<file path="config.mk">
export PLATFORM = sky130hd
export DESIGN_NAME = nearest_first_sorted_insert_list_core
export DESIGN_NICKNAME = d
export VERILOG_FILES = /design/src/sv/nfsil_pkg.sv /design/src/sv/nfsil_ctrl.sv /design/src/sv/nfsil_dp.sv /design/src/sv/nearest_first_sorted_insert_list_core.sv
export SDC_FILE = /design/constraint.sdc
export NUM_CORES = 2
export LEC_CHECK = 0
export BUFFER_PORTS_ARGS = -buffer_cell sky130_fd_sc_hd__buf_2
export CORE_MARGIN = 2
export CORE_UTILIZATION = 55
export DETAILED_ROUTE_END_ITERATION = 6
export HOLD_SLACK_MARGIN = 0.02
export MAX_ROUTING_LAYER = met4
export PLACE_DENSITY = 0.69
export SYNTH_ARGS = -nofsm -noshare
export SYNTH_HDL_FRONTEND = slang
export SYNTH_HIERARCHICAL = 1
export SYNTH_SLANG_ARGS = --single-unit
</file>
<file path="constraint.sdc">
create_clock -name clock -period 17.2 [get_ports clock]
set_clock_uncertainty 0.2 [all_clocks]
set_input_delay 5.16 -clock clock [delete_from_list [all_inputs] [get_ports clock]]
set_output_delay 5.16 -clock clock [all_outputs]
set_load 0.01 [all_outputs]
</file>
<file path="src/sv/nfsil_pkg.sv">
`default_nettype none
package nfsil_pkg;

   localparam int CAPACITY = 32;
   localparam int IDX_W    = 16;
   localparam int DIST_W   = 24;
   localparam int CNT_W    = $clog2(CAPACITY + 1);

   typedef struct packed {
      logic insert;
      logic pop;
   } cmd_type;

   typedef struct packed {
      logic full;
      logic count_zero;
      logic out_free;
   } status_type;

endpackage
`default_nettype wire

</file>
<file path="src/sv/nfsil_ctrl.sv">
`default_nettype none
module nfsil_ctrl
   import nfsil_pkg::*;
(
   input  wire logic       clock,
   input  wire logic       reset,
   input  wire logic       req_valid,
   input  wire logic       req_in_view,
   input  wire logic       req_last_of_batch,
   output logic            req_stall,
   input  wire status_type status,
   output cmd_type         cmd
);

   typedef enum logic {
      ST_IDLE,
      ST_EMIT
   } state_type;

   state_type state_ff;
   state_type state_in;
   logic      req_take;

   assign req_stall  = (state_ff != ST_IDLE);
   assign req_take   = req_valid && !req_stall;
   assign cmd.insert = req_take && req_in_view && !status.full;
   assign cmd.pop    = (state_ff == ST_EMIT) && !status.count_zero && status.out_free;

   always_comb begin
      state_in = state_ff;
      unique case (state_ff)
         ST_IDLE: begin
            if (req_take && req_last_of_batch) begin
               state_in = ST_EMIT;
            end
         end
         ST_EMIT: begin
            if (status.count_zero) begin
               state_in = ST_IDLE;
            end
         end
         default: state_in = ST_IDLE;
      endcase
   end

   always_ff @(posedge clock) begin
      if (reset) begin
         state_ff <= ST_IDLE;
      end else begin
         state_ff <= state_in;
      end
   end

endmodule
`default_nettype wire

</file>
<file path="src/sv/nfsil_dp.sv">
`default_nettype none
module nfsil_dp
   import nfsil_pkg::*;
(
   input  wire logic              clock,
   input  wire logic              reset,
   input  wire logic [IDX_W-1:0]  req_item_index,
   input  wire logic [DIST_W-1:0] req_distance,
   input  wire cmd_type           cmd,
   output status_type             status,
   output logic                   rsp_valid,
   input  wire logic              rsp_stall,
   output logic [IDX_W-1:0]       rsp_sorted_index,
   output logic [DIST_W-1:0]      rsp_sorted_distance,
   output logic                   rsp_last_entry
);

   logic [IDX_W-1:0]  idx_ff  [CAPACITY];
   logic [DIST_W-1:0] dist_ff [CAPACITY];
   logic [IDX_W-1:0]  idx_in  [CAPACITY];
   logic [DIST_W-1:0] dist_in [CAPACITY];
   logic [CAPACITY-1:0] greater;
   logic [CNT_W-1:0]  count_ff;
   logic [CNT_W-1:0]  count_in;
   logic              rsp_valid_ff;
   logic              rsp_valid_in;
   logic [IDX_W-1:0]  rsp_index_ff;
   logic [DIST_W-1:0] rsp_distance_ff;
   logic              rsp_last_ff;

   for (genvar k = 0; k < CAPACITY; k++) begin : g_cell
      assign greater[k] = (count_ff > CNT_W'(k)) && (dist_ff[k] > req_distance);

      always_comb begin
         idx_in[k]  = idx_ff[k];
         dist_in[k] = dist_ff[k];
         if (cmd.insert) begin
            if (k > 0 && greater[(k > 0) ? k - 1 : 0]) begin
               idx_in[k]  = idx_ff[(k > 0) ? k - 1 : 0];
               dist_in[k] = dist_ff[(k > 0) ? k - 1 : 0];
            end else if (greater[k] || count_ff == CNT_W'(k)) begin
               idx_in[k]  = req_item_index;
               dist_in[k] = req_distance;
            end
         end else if (cmd.pop && k < CAPACITY - 1) begin
            idx_in[k]  = idx_ff[(k < CAPACITY - 1) ? k + 1 : k];
            dist_in[k] = dist_ff[(k < CAPACITY - 1) ? k + 1 : k];
         end
      end

      always_ff @(posedge clock) begin
         idx_ff[k]  <= idx_in[k];
         dist_ff[k] <= dist_in[k];
      end
   end

   always_comb begin
      count_in = count_ff;
      if (cmd.insert) begin
         count_in = count_ff + CNT_W'(1);
      end else if (cmd.pop) begin
         count_in = count_ff - CNT_W'(1);
      end
   end

   always_comb begin
      rsp_valid_in = rsp_valid_ff && rsp_stall;
      if (cmd.pop) begin
         rsp_valid_in = 1'b1;
      end
   end

   always_ff @(posedge clock) begin
      if (reset) begin
         count_ff     <= '0;
         rsp_valid_ff <= 1'b0;
      end else begin
         count_ff     <= count_in;
         rsp_valid_ff <= rsp_valid_in;
      end
   end

   always_ff @(posedge clock) begin
      if (cmd.pop) begin
         rsp_index_ff    <= idx_ff[0];
         rsp_distance_ff <= dist_ff[0];
         rsp_last_ff     <= (count_ff == CNT_W'(1));
      end
   end

   assign status.full       = (count_ff == CNT_W'(CAPACITY));
   assign status.count_zero = (count_ff == '0);
   assign status.out_free   = !rsp_valid_ff || !rsp_stall;

   assign rsp_valid           = rsp_valid_ff;
   assign rsp_sorted_index    = rsp_index_ff;
   assign rsp_sorted_distance = rsp_distance_ff;
   assign rsp_last_entry      = rsp_last_ff;

endmodule
`default_nettype wire

</file>
<file path="src/sv/nearest_first_sorted_insert_list_core.sv">
// Nearest-first bounded insertion list. Each accepted item that is in view is
// inserted into a chain of 32 sorted cells (ascending distance, equal
// distances in arrival order); in-view items beyond 32 are dropped until the
// batch ends. An item with last_of_batch set causes the list, including that
// item if it is in view, to be sent out nearest first, one entry per cycle
// while the output is not stalled, with last_entry marking the final one;
// the list is then empty. An item is taken every cycle outside of output;
// during output req_stall stays high until the list has been emptied, which
// takes longer while rsp_stall holds back a result.
// An empty list at batch end yields no transfer.
`default_nettype none
module nearest_first_sorted_insert_list_core
   import nfsil_pkg::*;
(
   input  wire logic              clock,
   input  wire logic              reset,
   input  wire logic              req_valid,
   output logic                   req_stall,
   input  wire logic [IDX_W-1:0]  req_item_index,
   input  wire logic [DIST_W-1:0] req_distance,
   input  wire logic              req_in_view,
   input  wire logic              req_last_of_batch,
   output logic                   rsp_valid,
   input  wire logic              rsp_stall,
   output logic [IDX_W-1:0]       rsp_sorted_index,
   output logic [DIST_W-1:0]      rsp_sorted_distance,
   output logic                   rsp_last_entry
);

   cmd_type    cmd;
   status_type status;

   nfsil_ctrl u_ctrl (
      .clock             (clock),
      .reset             (reset),
      .req_valid         (req_valid),
      .req_in_view       (req_in_view),
      .req_last_of_batch (req_last_of_batch),
      .req_stall         (req_stall),
      .status            (status),
      .cmd               (cmd)
   );

   nfsil_dp u_dp (
      .clock               (clock),
      .reset               (reset),
      .req_item_index      (req_item_index),
      .req_distance        (req_distance),
      .cmd                 (cmd),
      .status              (status),
      .rsp_valid           (rsp_valid),
      .rsp_stall           (rsp_stall),
      .rsp_sorted_index    (rsp_sorted_index),
      .rsp_sorted_distance (rsp_sorted_distance),
      .rsp_last_entry      (rsp_last_entry)
   );

endmodule
`default_nettype wire

</file>
# Word level (Yosys, flattened, before mapping)
# Memory sizes are Yosys's and may differ from the RTL's.
# Index checks and enable logic that the tools add are counted.
# W data, S select, Z words.
[totals] ram_bits=1280 regBits=49 in_bits=46 mem_count=2 word_cells=444
[op_classes] n_addsub=2 magnitude_cmp=64 eq_ne=32 n_reduce_logical=79 muxes=258 bitwise=1
[mem_list] memory="u_dp.dist_ff" words=32 word_bits=24 read_ports=32 rd_clocked_by_memory_dff=0 wr=32 line_no="nfsil_dp.sv:19" rtl="logic [DIST_W-1:0] dist_ff [CAPACITY];"
[mem_list] memory="u_dp.idx_ff" words=32 word_bits=16 read_ports=32 rd_clocked_by_memory_dff=0 wr=32 line_no="nfsil_dp.sv:18" rtl="logic [IDX_W-1:0] idx_ff [CAPACITY];"
[ops] cell="$mux W24" n=126
[ops] cell="$mux W16" n=126
[ops] cell="$gt A24 B24 Y1" n=32
[ops] cell="$eq A6 B5 Y1 const B" n=16
[ops] cell="$gt A6 B5 Y1 const B" n=16
[ops] cell="$eq A6 B4 Y1 const B" n=8
[ops] cell="$gt A6 B4 Y1 const B" n=8
[ops] cell="$logic_and A1 B1 Y1" n=39
[ops] cell="$logic_or A1 B1 Y1" n=33
[ops] cell="$eq A6 B3 Y1 const B" n=4
[ops] cell="$gt A6 B3 Y1 const B" n=4
[ops] cell="$eq A6 B2 Y1 const B" n=2
[ops] cell="$gt A6 B1 Y1 const B" n=2
[ops] cell="$gt A6 B2 Y1 const B" n=2
[ops] cell="$mux W6" n=2
[ops] cell="$add A6 B1 Y6 const B" n=1
[ops] cell="$eq A6 B1 Y1 const B" n=1
[ops] cell="$eq A6 B6 Y1 const B" n=1
[ops] cell="$logic_not A6 Y1" n=1
[ops] cell="$sub A6 B1 Y6 const B" n=1
[ops] cell="$logic_not A1 Y1" n=5
[ops] cell="$mux W1" n=3
[ops] cell="$pmux W1 S2" n=1
[ops] cell="$reduce_bool A2 Y1" n=1
[ops] cell="$not A1 Y1" n=1

# Longest topological paths before layout
[depth] depth_word=6 ltp_mapped=13 mapped_depth_nobuf=11

# Cells and area by module
# Netlist, hierarchy kept.
[by_module_without_submodules] mod="nfsil_dp" seq_area_each_um2=39808.2 n_inst=1 cells_each=7853 area_per_inst_um2=83881.7
[by_module_without_submodules] mod="nfsil_ctrl" seq_area_each_um2=20.0 n_inst=1 cells_each=7 area_per_inst_um2=58.8

# Worst setup path after synthesis
# Ideal clock, no wire load.
[synth_timing] path_type="input -> register" startpoint="input port req_distance[18]" endpoint="memory u_dp.dist_ff[3][0] (netlist: u_dp/dist_ff[0][72]) (enable)" path_stages=12 path_slack_ns=6.323 arrival_ns=10.215 required_time_ns=16.538 cell_sequence="clkbuf_1 clkbuf_1 inv_1 ha_1 nand3_1 or4_1 nand3b_4 o221a_1 a21oi_2 clkbuf_2 nor2_1 a31oi_1"
[synth_rtl] item="start: declaration" line_no="nearest_first_sorted_insert_list_core.sv:20" rtl="input wire logic [DIST_W-1:0] req_distance,"
[synth_rtl] item="end: declaration" line_no="nfsil_dp.sv:19"

==> summary.md <==
| Metric | Value |
|---|---|
| Run status | completed |
| Hold slack | 0.255 ns |
| Setup crit start kind | primary input |
| Synth Instances | 7860 |
| GR Overflow Total | 0 |
| # hold bufs at CTS | 0 |
| Synth cell types | 85 |
| H-tree depth | 4 |
| Syn_nets | 8678 |
| Fin crit period | 9.78 ns |
| Die H | 395 um |
| Core Box Area | 152000 um2 |
| Ys async rst share | 0% |
| Reg2reg start | u_dp/count_ff[1] |
| Share of Yosys cell area claimed by the top area cell type | 47.3% |
| Gpl congestion | 0.994 |
| CTS resizes | 0 |
| Final Setup Violations | 0 |
| Clk_lat worst skew | 0.80 ns |
| Unrepaired setup endpoints after global routing | false |
| Required time of the critical path | 17.47 ns |
| Bufs on Longest Clock Path | 3 |
| PwrDens | 99.2 nW/um2 |
| Post-synth EDFFs | 1321 |
| Area Overhead vs Synth | 7.84% |
| Synth area leaders | edfxtp_1 (47%), mux2i_1 (13%), ha_1 (12%) |
| MaxCap Viol Count | 0 |
| Crit path capture type | flip-flop |
| Drt wl/cell | 22.3 um |
| Max-slew headroom | 15.7% |
| Crit path DAT | 10.06 ns |
| # DRC | 0 |
| Worst Hold Depth | 0 |
| Site row count | 143 |
| Via density | 6.14 |
| Antenna violations before repair | 16 |
| Dominant synthesized flop cell | edfxtp_1 |
| Register-to-register setup slack | 10.68 ns |
| Hold endpoint | u_dp/rsp_sorted_index[0] |
| Layout Nets | 8471 |
| Routed vias | 60300 |
| Largest net degree at the start of global routing | 292 |
| Min-delay worst type | flip-flop to flip-flop |
| First-pass GRT wire length | 342000 um |
| Num Clock Sinks | 1329 |
| I/O Pins | 89 |
| Worst reg2reg path depth | 10 |
| Post-DP HPWL | 159000 um |
| Kind of critical path | primary input to flip-flop |
| # port buffers | 88 |
| Tot GR Track Use | 28.3% |
| Share of layout cells above drive strength 1 | 7.68% |
| Post-route clock period utilization | 56.9% |
| Drt total wl | 219000 um |
| Initial DRT Pass Iterations | 6 |
| Hold Vio Cnt, Final | 0 |
| Root buffer cell | clkbuf_16 |
| #FFs+latches synth | 1329 |
| Clock transition at path regs | 0.06 ns |
| Initial Utilization | 55.3% |
| Count of warnings emitted by yosys | 6 |
| Final ANT Viol Nets | 0 |
| CTS tree | done |
| TritonCTS Buffers | 154 |
| Synth Cell Area | 83900 um2 |
| Hold path startpoint | u_dp/idx_ff[0][0] |
| Peak ir drop on the vdd network | 0.0000978 V |
| Worst slew pin tran | 1.23 ns |
| Worst R2R End | u_dp/dist_ff[1][0] |
| Slew Viols, Final | 0 |
| Crit path max fanout | 43 |
| Setup TNS | 0 ns |
| Sequential area share after synthesis | 47.4% |
| Mapped Avg Cell Area | 10.7 um2 |
| Die area | 156000 um2 |
| Cell accounting for the most synthesized area | edfxtp_1 |
| Die Width | 395 um |
| Fmax | 0.102 GHz |
| Vias in the first global route | 58900 |
| Leakage power | 39.1 nW |
| Post-CTS setup buffers | 0 |
| DR iter-0 viols | 5088 |
worst max-delay path, cell delays in order:
cell and delay [ns]:
buf_2 0.63, inv_1 0.30, buf_4 0.37, ha_1 0.39
and3_1 0.19, nand3_1 0.26, a21oi_1 0.16, a2111oi_0 1.07
a31o_2 0.28, buf_4 0.61, a41oi_4 0.17, buf_4 0.36
kinds of logic after synthesis:
logic type / synth area share (%)
flip-flops: 47.4
buffers and inverters: 3.89
multiplexers: 14.1
AND/OR/NAND/NOR: 9.78
adder cells (fa/ha/maj): 11.5
XOR/XNOR: 0.0417
AO/OA/AOI/OAI: 13.2
cells in the mapped netlist (6+ instances only):
cell,count
mux2_2,79
a2111oi_0,6
buf_4,67
clkbuf_8,7
buf_2,72
o31ai_1,10
mux2i_1,1094
a41oi_1,51
buf_6,32
a21oi_1,1483
or3_1,6
o31a_1,6
nor2_1,1258
nand4_1,158
o211ai_1,40
inv_1,71
and4_1,10
nand3_1,127
a21boi_0,23
a211o_1,6
o21ai_0,141
clkbuf_1,389
buf_1,15
a211oi_1,23
a221o_1,20
nor2b_1,38
nor4_1,21
dfxtp_1,8
edfxtp_1,1321
o221ai_1,26
nand2b_1,6
nor3_1,26
a21o_1,66
a31oi_1,26
ha_1,772
and2_1,9
a221oi_1,12
nand2_1,229
o21ai_1,9
power by group:
group	switching, mW	internal, mW
Combinational	1.04	0.574
Clock	1.37	1.77
Sequential	0.223	3.99
Total	2.64	6.34
worst max path at each step:
stage,from,to,cells past startpoint
after floorplan,req_distance[18],u_dp/dist_ff[0][72],12
after global placement,req_distance[19],u_dp/idx_ff[1][39],12
after CTS,req_distance[18],u_dp/idx_ff[1][119],12
after detailed placement,req_distance[18],u_dp/idx_ff[1][117],12
after global routing,req_distance[18],u_dp/idx_ff[1][118],12
final,req_distance[18],u_dp/idx_ff[1][39],12
registers in the layout, summed over array words and instances, names as in the netlist:
register and cells:
u_dp/count_ff 6, u_dp/rsp_sorted_distance 24, u_dp/rsp_sorted_index 16, u_dp/dist_ff 768, u_dp/rsp_valid 1, u_dp/idx_ff 512, u_ctrl/req_stall 1, u_dp/rsp_last_entry 1
placed cells by master, fill, tap and decap left out, types with 10 or more instances in the layout:
cell type	instances
a21o_1	65
nand2_1	229
mux2_2	79
a211oi_1	23
clkbuf_1	29
buf_4	137
a31oi_4	21
o211ai_1	40
a41oi_4	10
nand3_1	127
clkinv_2	28
a221o_1	17
nor2_1	1255
clkbuf_16	154
a221oi_1	12
nor4_1	20
diode_2	13
buf_2	88
nor2b_1	38
ha_1	772
nand4_1	158
a21boi_0	23
o21ai_0	138
a21oi_1	1480
inv_1	71
nor3_1	26
a41oi_1	41
edfxtp_1	1321
clkinv_1	36
mux2i_1	1094
o221ai_1	26
routing by layer:
metal / vias up / wire length, um / GRT usage, %
li1: 29400 / - / -
met1: 28600 / 94300 / 36.3
met2: 1831 / 103000 / 44.9
met3: 521 / 12100 / 4.02
met4: 0 / 10400 / 12.7
met5: - / 0 / -
metrics by stage:
step	std cells	setup WS (ns)	total power [mW]	utilization, %	instance area, um2
after global routing	9814	7.38	9.37	59.7	90500
after CTS	9806	7.57	9.02	59.6	90500
after floorplan	7860	6.32	5.38	-	83900
after global placement	9527	6.80	5.80	56.5	85700
final	9819	7.42	8.98	59.7	90500
after detailed placement	9527	6.73	5.87	56.5	85700
layout make-up:
class / count / area, um2
diodes: 13 / 32.5
clock buffers: 187 / 4020
clock inverters: 92 / 743
fillers: 12800 / 61200
inverters: 72 / 270
multi-input cells: 5866 / 41500
flip-flops and latches: 1329 / 39800
well taps: 2030 / 2540
repair buffers: 230 / 1570
(Power assumes the default switching activity.)
